File: src/hdl/hsv2rgb_pkg.sv
`timescale 1ns / 1ps
// Package for the HSV to RGB converter: pipeline depth, sector codes,
// stage payload types and the reciprocal constants for the rounding divides.
// No dependencies.
package hsv2rgb_pkg;

   localparam int unsigned NumStages = 8;

   localparam int unsigned HueWidth = 9;
   localparam int unsigned PctWidth = 7;
   localparam int unsigned ChanWidth = 8;

   localparam logic [HueWidth-1:0] HueWrap = 9'd360;
   localparam logic [PctWidth-1:0] PctWrap = 7'd101;
   localparam logic [PctWidth-1:0] PctFull = 7'd100;

   // Rounded division by constant: floor((n + d/2) / d) = (n' * M) >> k
   localparam longint unsigned HiDiv = 100;
   localparam longint unsigned LoDiv = 10000;
   localparam longint unsigned MidDiv = 600000;
   localparam int unsigned HiShift = 22;
   localparam int unsigned LoShift = 36;
   localparam int unsigned MidShift = 48;
   localparam int unsigned HiNumWidth = 15;
   localparam int unsigned LoNumWidth = 22;
   localparam int unsigned MidNumWidth = 28;
   localparam int unsigned HiRecipWidth = 16;
   localparam int unsigned LoRecipWidth = 23;
   localparam int unsigned MidRecipWidth = 29;
   localparam logic [HiRecipWidth-1:0] HiRecip =
      HiRecipWidth'(((64'd1 << HiShift) + HiDiv - 64'd1) / HiDiv);
   localparam logic [LoRecipWidth-1:0] LoRecip =
      LoRecipWidth'(((64'd1 << LoShift) + LoDiv - 64'd1) / LoDiv);
   localparam logic [MidRecipWidth-1:0] MidRecip =
      MidRecipWidth'(((64'd1 << MidShift) + MidDiv - 64'd1) / MidDiv);

   typedef enum logic [2:0] {
      SEC_RY = 3'd0,
      SEC_YG = 3'd1,
      SEC_GC = 3'd2,
      SEC_CB = 3'd3,
      SEC_BM = 3'd4,
      SEC_MR = 3'd5
   } sector_type;

   typedef struct packed {
      sector_type          sector;
      logic [5:0]          frac;
      logic [PctWidth-1:0] sat;
      logic [PctWidth-1:0] val;
   } split_type;

   typedef struct packed {
      sector_type             sector;
      logic [HiNumWidth-1:0]  num_hi;
      logic [LoNumWidth-1:0]  num_lo;
      logic [MidNumWidth-1:0] num_mid;
   } num_type;

   function automatic logic sector_rising(input sector_type sector);
      return (sector == SEC_RY) || (sector == SEC_GC) || (sector == SEC_BM);
   endfunction

endpackage

File: src/hdl/hsv2rgb_if.sv
`timescale 1ns / 1ps
// Valid/ready channel interfaces for the HSV to RGB converter.
// Depends on hsv2rgb_pkg for field widths.
interface hsv2rgb_req_if
   import hsv2rgb_pkg::*;
   ();
   logic                valid;
   logic                ready;
   logic [HueWidth-1:0] hue;
   logic [PctWidth-1:0] saturation;
   logic [PctWidth-1:0] brightness;

   modport source (output valid, output hue, output saturation, output brightness,
                   input ready);
   modport sink (input valid, input hue, input saturation, input brightness,
                 output ready);
endinterface

interface hsv2rgb_rsp_if
   import hsv2rgb_pkg::*;
   ();
   logic                 valid;
   logic                 ready;
   logic [ChanWidth-1:0] red;
   logic [ChanWidth-1:0] green;
   logic [ChanWidth-1:0] blue;

   modport source (output valid, output red, output green, output blue, input ready);
   modport sink (input valid, input red, input green, input blue, output ready);
endinterface

File: src/hdl/hsv_to_rgb_converter_core.sv
`timescale 1ns / 1ps
// HSV to RGB converter, top level.
// Depends on hsv2rgb_pkg, hsv2rgb_if and the hsv2rgb_* pipeline modules.
//
// Usage:
//   req_chan (sink) takes one pixel per request: hue in degrees, saturation
//   and brightness in percent. Hue wraps modulo 360, percents modulo 101.
//   rsp_chan (source) returns red, green and blue, 8 bits each, rounded to
//   nearest with ties up, one response per request, in request order.
//   Throughput is one pixel per clock while rsp_chan is ready. The 8
//   register stages are wrap, sector split, products, interpolation term,
//   value product, numerator, reciprocal multiply and channel ordering;
//   the reciprocal multiply stage sets the clock.
//   Each stage carries its own valid bit. When rsp_chan stalls, full stages
//   hold and empty stages ahead of the stall still fill, so requests are
//   taken until the pipeline is full; nothing is dropped or repeated.
//   Synchronous reset empties the pipeline; data registers are not cleared.
module hsv_to_rgb_converter_core
   import hsv2rgb_pkg::*;
   (
   input  logic          clock,
   input  logic          reset,
   hsv2rgb_req_if.sink   req_chan,
   hsv2rgb_rsp_if.source rsp_chan
   );

   logic [NumStages-1:0] stage_en;
   split_type            split;
   num_type              num;

   hsv2rgb_ctrl u_ctrl (
      .clock     (clock),
      .reset     (reset),
      .in_valid  (req_chan.valid),
      .out_ready (rsp_chan.ready),
      .stage_en  (stage_en),
      .out_valid (rsp_chan.valid)
   );

   assign req_chan.ready = stage_en[0];

   hsv2rgb_reduce u_reduce (
      .clock      (clock),
      .stage_en   (stage_en[1:0]),
      .hue        (req_chan.hue),
      .saturation (req_chan.saturation),
      .brightness (req_chan.brightness),
      .split      (split)
   );

   hsv2rgb_scale u_scale (
      .clock    (clock),
      .stage_en (stage_en[5:2]),
      .split    (split),
      .num      (num)
   );

   hsv2rgb_round u_round (
      .clock    (clock),
      .stage_en (stage_en[7:6]),
      .num      (num),
      .red      (rsp_chan.red),
      .green    (rsp_chan.green),
      .blue     (rsp_chan.blue)
   );

endmodule

File: src/hdl/hsv2rgb_ctrl.sv
`timescale 1ns / 1ps
// Pipeline control: per-stage valid bits and load enables with bubble collapse.
// Depends on hsv2rgb_pkg.
module hsv2rgb_ctrl
   import hsv2rgb_pkg::*;
   (
   input  logic                 clock,
   input  logic                 reset,
   input  logic                 in_valid,
   input  logic                 out_ready,
   output logic [NumStages-1:0] stage_en,
   output logic                 out_valid
   );

   logic [NumStages-1:0] vld_ff;
   logic [NumStages-1:0] vld_in;

   always_comb begin
      stage_en[NumStages-1] = !vld_ff[NumStages-1] || out_ready;
      for (int i = NumStages - 2; i >= 0; i--) begin
         stage_en[i] = !vld_ff[i] || stage_en[i+1];
      end
   end

   always_comb begin
      vld_in[0] = stage_en[0] ? in_valid : vld_ff[0];
      for (int i = 1; i < NumStages; i++) begin
         if (stage_en[i]) begin
            vld_in[i] = vld_ff[i-1];
         end else begin
            vld_in[i] = vld_ff[i];
         end
      end
   end

   always_ff @(posedge clock) begin
      if (reset) begin
         vld_ff <= '0;
      end else begin
         vld_ff <= vld_in;
      end
   end

   assign out_valid = vld_ff[NumStages-1];

endmodule

File: src/hdl/hsv2rgb_reduce.sv
`timescale 1ns / 1ps
// Stages 1-2: wrap hue and percents, split hue into sector and fraction.
// Depends on hsv2rgb_pkg.
module hsv2rgb_reduce
   import hsv2rgb_pkg::*;
   (
   input  logic                clock,
   input  logic [1:0]          stage_en,
   input  logic [HueWidth-1:0] hue,
   input  logic [PctWidth-1:0] saturation,
   input  logic [PctWidth-1:0] brightness,
   output split_type           split
   );

   logic [HueWidth-1:0] hue_ff, hue_in;
   logic [PctWidth-1:0] sat_ff, sat_in;
   logic [PctWidth-1:0] val_ff, val_in;
   split_type           split_ff, split_in;
   logic [HueWidth-1:0] base;

   always_comb begin
      hue_in = (hue >= HueWrap) ? hue - HueWrap : hue;
      sat_in = (saturation >= PctWrap) ? saturation - PctWrap : saturation;
      val_in = (brightness >= PctWrap) ? brightness - PctWrap : brightness;
   end

   always_comb begin
      if (hue_ff >= 9'd300) begin
         split_in.sector = SEC_MR;
         base = 9'd300;
      end else if (hue_ff >= 9'd240) begin
         split_in.sector = SEC_BM;
         base = 9'd240;
      end else if (hue_ff >= 9'd180) begin
         split_in.sector = SEC_CB;
         base = 9'd180;
      end else if (hue_ff >= 9'd120) begin
         split_in.sector = SEC_GC;
         base = 9'd120;
      end else if (hue_ff >= 9'd60) begin
         split_in.sector = SEC_YG;
         base = 9'd60;
      end else begin
         split_in.sector = SEC_RY;
         base = 9'd0;
      end
      split_in.frac = 6'(hue_ff - base);
      split_in.sat = sat_ff;
      split_in.val = val_ff;
   end

   always_ff @(posedge clock) begin
      if (stage_en[0]) begin
         hue_ff <= hue_in;
         sat_ff <= sat_in;
         val_ff <= val_in;
      end
      if (stage_en[1]) begin
         split_ff <= split_in;
      end
   end

   assign split = split_ff;

endmodule

File: src/hdl/hsv2rgb_scale.sv
`timescale 1ns / 1ps
// Stages 3-6: build the rounded-division numerators for max, min and mid.
// Depends on hsv2rgb_pkg.
module hsv2rgb_scale
   import hsv2rgb_pkg::*;
   (
   input  logic       clock,
   input  logic [3:0] stage_en,
   input  split_type  split,
   output num_type    num
   );

   // stage 3
   sector_type            sec3_ff;
   logic [PctWidth-1:0]   sat3_ff, val3_ff;
   logic [12:0]           fs3_ff, fs3_in;
   logic [13:0]           vl3_ff, vl3_in;
   logic [HiNumWidth-1:0] nhi3_ff, nhi3_in;
   // stage 4
   sector_type            sec4_ff;
   logic [PctWidth-1:0]   val4_ff;
   logic [12:0]           t4_ff, t4_in;
   logic [LoNumWidth-1:0] nlo4_ff, nlo4_in;
   logic [HiNumWidth-1:0] nhi4_ff;
   logic [13:0]           sat60;
   // stage 5
   sector_type            sec5_ff;
   logic [19:0]           vt5_ff, vt5_in;
   logic [LoNumWidth-1:0] nlo5_ff;
   logic [HiNumWidth-1:0] nhi5_ff;
   // stage 6
   num_type               num6_ff, num6_in;

   always_comb begin
      fs3_in = 13'(split.frac) * 13'(split.sat);
      vl3_in = 14'(split.val) * 14'(PctFull - split.sat);
      nhi3_in = (HiNumWidth'(split.val) << 8) - HiNumWidth'(split.val)
                + HiNumWidth'(HiDiv / 2);
   end

   always_comb begin
      sat60 = (14'(sat3_ff) << 6) - (14'(sat3_ff) << 2);
      if (sector_rising(sec3_ff)) begin
         t4_in = 13'(14'd6000 - sat60 + 14'(fs3_ff));
      end else begin
         t4_in = 13'(14'd6000 - 14'(fs3_ff));
      end
      nlo4_in = (LoNumWidth'(vl3_ff) << 8) - LoNumWidth'(vl3_ff)
                + LoNumWidth'(LoDiv / 2);
   end

   always_comb begin
      vt5_in = 20'(val4_ff) * 20'(t4_ff);
   end

   always_comb begin
      num6_in.sector = sec5_ff;
      num6_in.num_hi = nhi5_ff;
      num6_in.num_lo = nlo5_ff;
      num6_in.num_mid = (MidNumWidth'(vt5_ff) << 8) - MidNumWidth'(vt5_ff)
                        + MidNumWidth'(MidDiv / 2);
   end

   always_ff @(posedge clock) begin
      if (stage_en[0]) begin
         sec3_ff <= split.sector;
         sat3_ff <= split.sat;
         val3_ff <= split.val;
         fs3_ff  <= fs3_in;
         vl3_ff  <= vl3_in;
         nhi3_ff <= nhi3_in;
      end
      if (stage_en[1]) begin
         sec4_ff <= sec3_ff;
         val4_ff <= val3_ff;
         t4_ff   <= t4_in;
         nlo4_ff <= nlo4_in;
         nhi4_ff <= nhi3_ff;
      end
      if (stage_en[2]) begin
         sec5_ff <= sec4_ff;
         vt5_ff  <= vt5_in;
         nlo5_ff <= nlo4_ff;
         nhi5_ff <= nhi4_ff;
      end
      if (stage_en[3]) begin
         num6_ff <= num6_in;
      end
   end

   assign num = num6_ff;

endmodule

File: src/hdl/hsv2rgb_round.sv
`timescale 1ns / 1ps
// Stages 7-8: divide by reciprocal multiply, then order channels by sector.
// Depends on hsv2rgb_pkg.
module hsv2rgb_round
   import hsv2rgb_pkg::*;
   (
   input  logic                  clock,
   input  logic [1:0]            stage_en,
   input  num_type               num,
   output logic [ChanWidth-1:0]  red,
   output logic [ChanWidth-1:0]  green,
   output logic [ChanWidth-1:0]  blue
   );

   localparam int unsigned HiProdWidth = HiNumWidth + HiRecipWidth;
   localparam int unsigned LoProdWidth = LoNumWidth + LoRecipWidth;
   localparam int unsigned MidProdWidth = MidNumWidth + MidRecipWidth;

   sector_type              sec7_ff;
   logic [HiProdWidth-1:0]  phi_ff, phi_in;
   logic [LoProdWidth-1:0]  plo_ff, plo_in;
   logic [MidProdWidth-1:0] pmid_ff, pmid_in;
   logic [ChanWidth-1:0]    hi, lo, mid;
   logic [ChanWidth-1:0]    red_ff, red_in;
   logic [ChanWidth-1:0]    green_ff, green_in;
   logic [ChanWidth-1:0]    blue_ff, blue_in;

   always_comb begin
      phi_in = HiProdWidth'(num.num_hi) * HiProdWidth'(HiRecip);
      plo_in = LoProdWidth'(num.num_lo) * LoProdWidth'(LoRecip);
      pmid_in = MidProdWidth'(num.num_mid) * MidProdWidth'(MidRecip);
   end

   always_comb begin
      hi = phi_ff[HiShift +: ChanWidth];
      lo = plo_ff[LoShift +: ChanWidth];
      mid = pmid_ff[MidShift +: ChanWidth];
      unique case (sec7_ff)
         SEC_RY: begin
            red_in = hi;  green_in = mid; blue_in = lo;
         end
         SEC_YG: begin
            red_in = mid; green_in = hi;  blue_in = lo;
         end
         SEC_GC: begin
            red_in = lo;  green_in = hi;  blue_in = mid;
         end
         SEC_CB: begin
            red_in = lo;  green_in = mid; blue_in = hi;
         end
         SEC_BM: begin
            red_in = mid; green_in = lo;  blue_in = hi;
         end
         default: begin
            red_in = hi;  green_in = lo;  blue_in = mid;
         end
      endcase
   end

   always_ff @(posedge clock) begin
      if (stage_en[0]) begin
         sec7_ff <= num.sector;
         phi_ff  <= phi_in;
         plo_ff  <= plo_in;
         pmid_ff <= pmid_in;
      end
      if (stage_en[1]) begin
         red_ff   <= red_in;
         green_ff <= green_in;
         blue_ff  <= blue_in;
      end
   end

   assign red = red_ff;
   assign green = green_ff;
   assign blue = blue_ff;

endmodule
File: src/flat_wrapper.sv
// flat-port wrapper written by rule: the top's interface ports become plain ports
module hsv_to_rgb_converter_core_flat import hsv2rgb_pkg::*;
  (clock, reset, req_chan_valid, req_chan_hue, req_chan_saturation, req_chan_brightness, req_chan_ready, rsp_chan_valid, rsp_chan_red, rsp_chan_green, rsp_chan_blue, rsp_chan_ready);
  hsv2rgb_req_if req_chan_i ();
  hsv2rgb_rsp_if rsp_chan_i ();
  input  logic clock;
  input  logic reset;
  input wire logic [$bits(req_chan_i.valid)-1:0] req_chan_valid;
  input wire logic [$bits(req_chan_i.hue)-1:0] req_chan_hue;
  input wire logic [$bits(req_chan_i.saturation)-1:0] req_chan_saturation;
  input wire logic [$bits(req_chan_i.brightness)-1:0] req_chan_brightness;
  output wire logic [$bits(req_chan_i.ready)-1:0] req_chan_ready;
  output wire logic [$bits(rsp_chan_i.valid)-1:0] rsp_chan_valid;
  output wire logic [$bits(rsp_chan_i.red)-1:0] rsp_chan_red;
  output wire logic [$bits(rsp_chan_i.green)-1:0] rsp_chan_green;
  output wire logic [$bits(rsp_chan_i.blue)-1:0] rsp_chan_blue;
  input wire logic [$bits(rsp_chan_i.ready)-1:0] rsp_chan_ready;
  assign req_chan_i.valid = req_chan_valid;
  assign req_chan_i.hue = req_chan_hue;
  assign req_chan_i.saturation = req_chan_saturation;
  assign req_chan_i.brightness = req_chan_brightness;
  assign req_chan_ready = req_chan_i.ready;
  assign rsp_chan_valid = rsp_chan_i.valid;
  assign rsp_chan_red = rsp_chan_i.red;
  assign rsp_chan_green = rsp_chan_i.green;
  assign rsp_chan_blue = rsp_chan_i.blue;
  assign rsp_chan_i.ready = rsp_chan_ready;
  hsv_to_rgb_converter_core u_core (.clock(clock), .reset(reset), .req_chan(req_chan_i), .rsp_chan(rsp_chan_i));
endmodule
File: config.mk
export PLATFORM = sky130hd
export DESIGN_NAME = hsv_to_rgb_converter_core_flat
export DESIGN_NICKNAME = d
export VERILOG_FILES = /design/src/hdl/hsv2rgb_pkg.sv /design/src/hdl/hsv2rgb_if.sv /design/src/hdl/hsv_to_rgb_converter_core.sv /design/src/hdl/hsv2rgb_ctrl.sv /design/src/hdl/hsv2rgb_reduce.sv /design/src/hdl/hsv2rgb_scale.sv /design/src/hdl/hsv2rgb_round.sv /design/src/flat_wrapper.sv
export SDC_FILE = /design/constraint.sdc
export NUM_CORES = 2
export LEC_CHECK = 0
export BUFFER_PORTS_ARGS = -buffer_cell sky130_fd_sc_hd__buf_2
export CAP_MARGIN = 15
export CORE_MARGIN = 5
export CORE_UTILIZATION = 70
export DETAILED_ROUTE_END_ITERATION = 8
export MAX_ROUTING_LAYER = met4
export PLACE_DENSITY = 0.88
export SETUP_SLACK_MARGIN = 0.15
export SYNTH_ARGS = -nofsm -noshare
export SYNTH_HDL_FRONTEND = slang
export SYNTH_SLANG_ARGS = --single-unit
File: constraint.sdc
create_clock -name clock -period 16.72 [get_ports clock]
set_input_delay 1.672 -clock clock [delete_from_list [all_inputs] [get_ports clock]]
set_output_delay 1.672 -clock clock [all_outputs]
set_load 0.05 [all_outputs]
==> summary.txt <==
DR vias = 30.1k
leading post-synthesis cells by cell area = fa_1 29%, edfxtp_1 23%, ha_1 20%
Hold Startpoint = u_core.u_reduce.hue_ff[1]$_DFFE_PP_
CP endpoint kind = flop
DP Area = 0.0466 mm2
largest net degree at the start of global routing = 69
Starting Density = 70.6%
Die W = 265 um
slack of the critical path = 9.41 ns
library cells used by synthesis = 67
Post-Syn Area = 0.0454 mm2
Syn Nets = 5709
Routed WL = 110 mm
crit path max fanout = 8
slowest CP cell = fa_1
count leader, synth = inv_1
crit path launch type = flop
GRT overflow = 0
crit-path leading delay family = adder cells
Hold EP = u_core.u_reduce.split[15]$_DFFE_PP_
CTS HTree Levels = 2
wire per inst = 21.0 um
core outline area = 0.0643 mm2
cell count after synthesis = 4294
Num CTS Buffers = 39
Top Metal Used = met4
CTS tree = built
Post-synth EDFFs = 342
Setup Buffers After CTS = 0
post-CTS resize count = 0
remaining antenna violation count = 0
RSZ-0062 raised after global routing = no
Yosys top cell area share = 28.7%
wire length on met3 = 8.86 mm
worst slack at placement = 9.53 ns
Rows = 93
period utilisation layout = 43.7%
worst path cell trace = inv_1 > fa_1 > xor2_1 > ha_1 > o21bai_1 > fa_1 > fa_1 > fa_1 > fa_1 > inv_1 > fa_1 > inv_1 > ha_1 > nand4_1 > nor2_1 > or4b_2 > o32ai_1 > a2111oi_0 > o2111ai_1 > a21oi_1 > xnor2_1
reg2reg end = u_core.u_round.pmid_ff[55]$_DFFE_PP_
deepest clock path buffer count = 3
normalized max-slew margin = 26.3%
Min Hold Slack = 0.403 ns
cell area after layout = 0.0480 mm2
IO buf count = 52
fmax = 137 MHz
CTS sink cnt = 350
M1 WL = 47.6 mm
hpwl dp = 92.3 mm
layout cells sized above 1 = 3.18%
Post-synth top flop = edfxtp_1
top post-synthesis cells by count = 1205 x inv_1, 737 x ha_1, 651 x fa_1
number of remaining DRC errors = 0
Worst Hold Depth = 0
Post-CTS Hold Fix Bufs = 0
Final Hold Vio Count = 0
setup_tns = 0 ns
final setup violation count = 0
initial antenna violation count = 5
syn_area_per_cell = 10.6 um2
leading area contributor after synthesis = fa_1
Worst EP arrival = 7.61 ns
Iter 0 DRT Violations = 2745
critical path type = reg -> reg
Synth Register Bits = 350
Max-cap violations = 0
Area Overhead vs Synth = 5.62%
Max stage delay on crit path = 0.75 ns
run status = finished clean
fin crit period = 7.31 ns
worst reg-to-reg path cell count = 21
vias in the first global route = 31.8k
drt first pass iters = 6
Final Slew Violations = 0
asr flop ratio synth = 0%
Skew-Pair Late Insertion Delay = 0.58 ns
Tot GR Track Use = 33.1%
r2r setup slk = 9.41 ns
met2 wire len = 50.5 mm
clock-pin transition on the worst setup and hold timing paths = 0.06 ns
I/O pins = 53
Clock Skew = 0.0424 ns
worst-margin pin slew = 1.10 ns
critical path data required time = 17.02 ns
Synth warnings = 0
chip height = 265 um
Critical path buffers and inverters = 3
Final GP Congestion = 1.02
CTS Root Cell = clkbuf_16
global-route wire length before repair = 176 mm
crit-path most repeated cell = fa_1
Nets = 5761
Die Area = 0.0701 mm2
Reg-to-Reg Start = u_core.u_scale.num[8]$_DFFE_PP_
hold crit path type = reg -> reg
vias per cell = 5.75
sequential element share of the synthesized area = 23.0%
==> flip-flops by register name, summed over array words and instances, names as in the netlist, 8 cells and up <==
| register | cells |
|---|---|
| u_core.u_scale.num | 68 |
| u_core.u_reduce.split | 23 |
| u_core.u_scale.nlo4_ff | 22 |
| u_core.u_scale.nlo5_ff | 22 |
| u_core.u_scale.vt5_ff | 20 |
| u_core.u_scale.nhi5_ff | 15 |
| u_core.u_scale.nhi3_ff | 14 |
| u_core.u_scale.nhi4_ff | 14 |
| u_core.u_scale.vl3_ff | 14 |
| u_core.u_scale.fs3_ff | 13 |
| u_core.u_scale.t4_ff | 13 |
| u_core.u_reduce.hue_ff | 9 |
| u_core.u_ctrl.vld_ff | 8 |
| u_core.u_round.blue | 8 |
| u_core.u_round.green | 8 |
| u_core.u_round.phi_ff | 8 |
| u_core.u_round.plo_ff | 8 |
| u_core.u_round.pmid_ff | 8 |
| u_core.u_round.red | 8 |
==> area by class of cell <==
type                       count  area [um2]
tap                          855        1070
clock buffer                  48        1030
antenna                        4        10.0
inverter                    1206        4530
fill                        4289       16400
clock inverter                23         274
timing repair buffer          60         340
sequential                   350       10400
multi-input combinational   2689       30300
==> through the flow <==
stage,std cells,utilization (%)
detailed placement,5158,72.5
finish,5235,74.6
global placement,5158,72.5
global route,5235,74.6
floorplan,4294,-
CTS,5229,74.5
==> kinds of logic after synthesis <==
| kind of cell | share of synthesized area, % |
|---|---|
| AOI/OAI and AO/OA | 7.29 |
| xor gates and xnor gates | 3.57 |
| adders and majority gates | 49.0 |
| buffers and inverters | 10.4 |
| DFF | 23.0 |
| muxes | 0.595 |
| and+or+nand+nor | 6.20 |
==> metal layers <==
metal	track usage (%)	up-vias
li1	-	13803
met1	46.7	14966
met2	51.1	1184
met3	6.00	168
met4	8.03	0
met5	-	-
==> worst reg2reg max path, cell delays in order, from the launching register on <==
cell and delay (ns):
edfxtp_1 0.53, inv_1 0.19, fa_1 0.75, xor2_1 0.13, ha_1 0.19, o21bai_1 0.19, fa_1 0.57, fa_1 0.44
fa_1 0.52, fa_1 0.55, inv_1 0.06, fa_1 0.52, inv_1 0.04, ha_1 0.44, nand4_1 0.13, nor2_1 0.11
or4b_2 0.63, o32ai_1 0.31, a2111oi_0 0.15, o2111ai_1 0.33, a21oi_1 0.14, xnor2_1 0.15
==> how the worst max path moves through the flow <==
stage | startpoint | end | slack (ns) | depth (start not counted)
after global routing | u_core.u_scale.num[15]$_DFFE_PP_ | u_core.u_round.pmid_ff[55]$_DFFE_PP_ | 9.02 | 20
final | u_core.u_scale.num[8]$_DFFE_PP_ | u_core.u_round.pmid_ff[55]$_DFFE_PP_ | 9.41 | 21
after CTS | u_core.u_scale.num[15]$_DFFE_PP_ | u_core.u_round.pmid_ff[55]$_DFFE_PP_ | 9.46 | 20
after global placement | u_core.u_scale.num[8]$_DFFE_PP_ | u_core.u_round.pmid_ff[55]$_DFFE_PP_ | 9.61 | 21
after detailed placement | u_core.u_scale.num[15]$_DFFE_PP_ | u_core.u_round.pmid_ff[55]$_DFFE_PP_ | 9.53 | 20
after floorplan | u_core.u_scale.num[8]$_DFFE_PP_ | u_core.u_round.pmid_ff[55]$_DFFE_PP_ | 10.01 | 23
==> cell usage in the layout (no fill, tap or decap), types with 86 or more instances in the layout <==
cell type / count
inv_1: 1204
xnor2_1: 111
nand2_1: 204
and2_1: 87
edfxtp_1: 342
o21ai_0: 86
ha_1: 737
nor2_1: 95
a21oi_1: 152
fa_1: 651
Power is not shown: default switching activity piles up to over one toggle a cycle in this logic, so the estimate is an artifact.
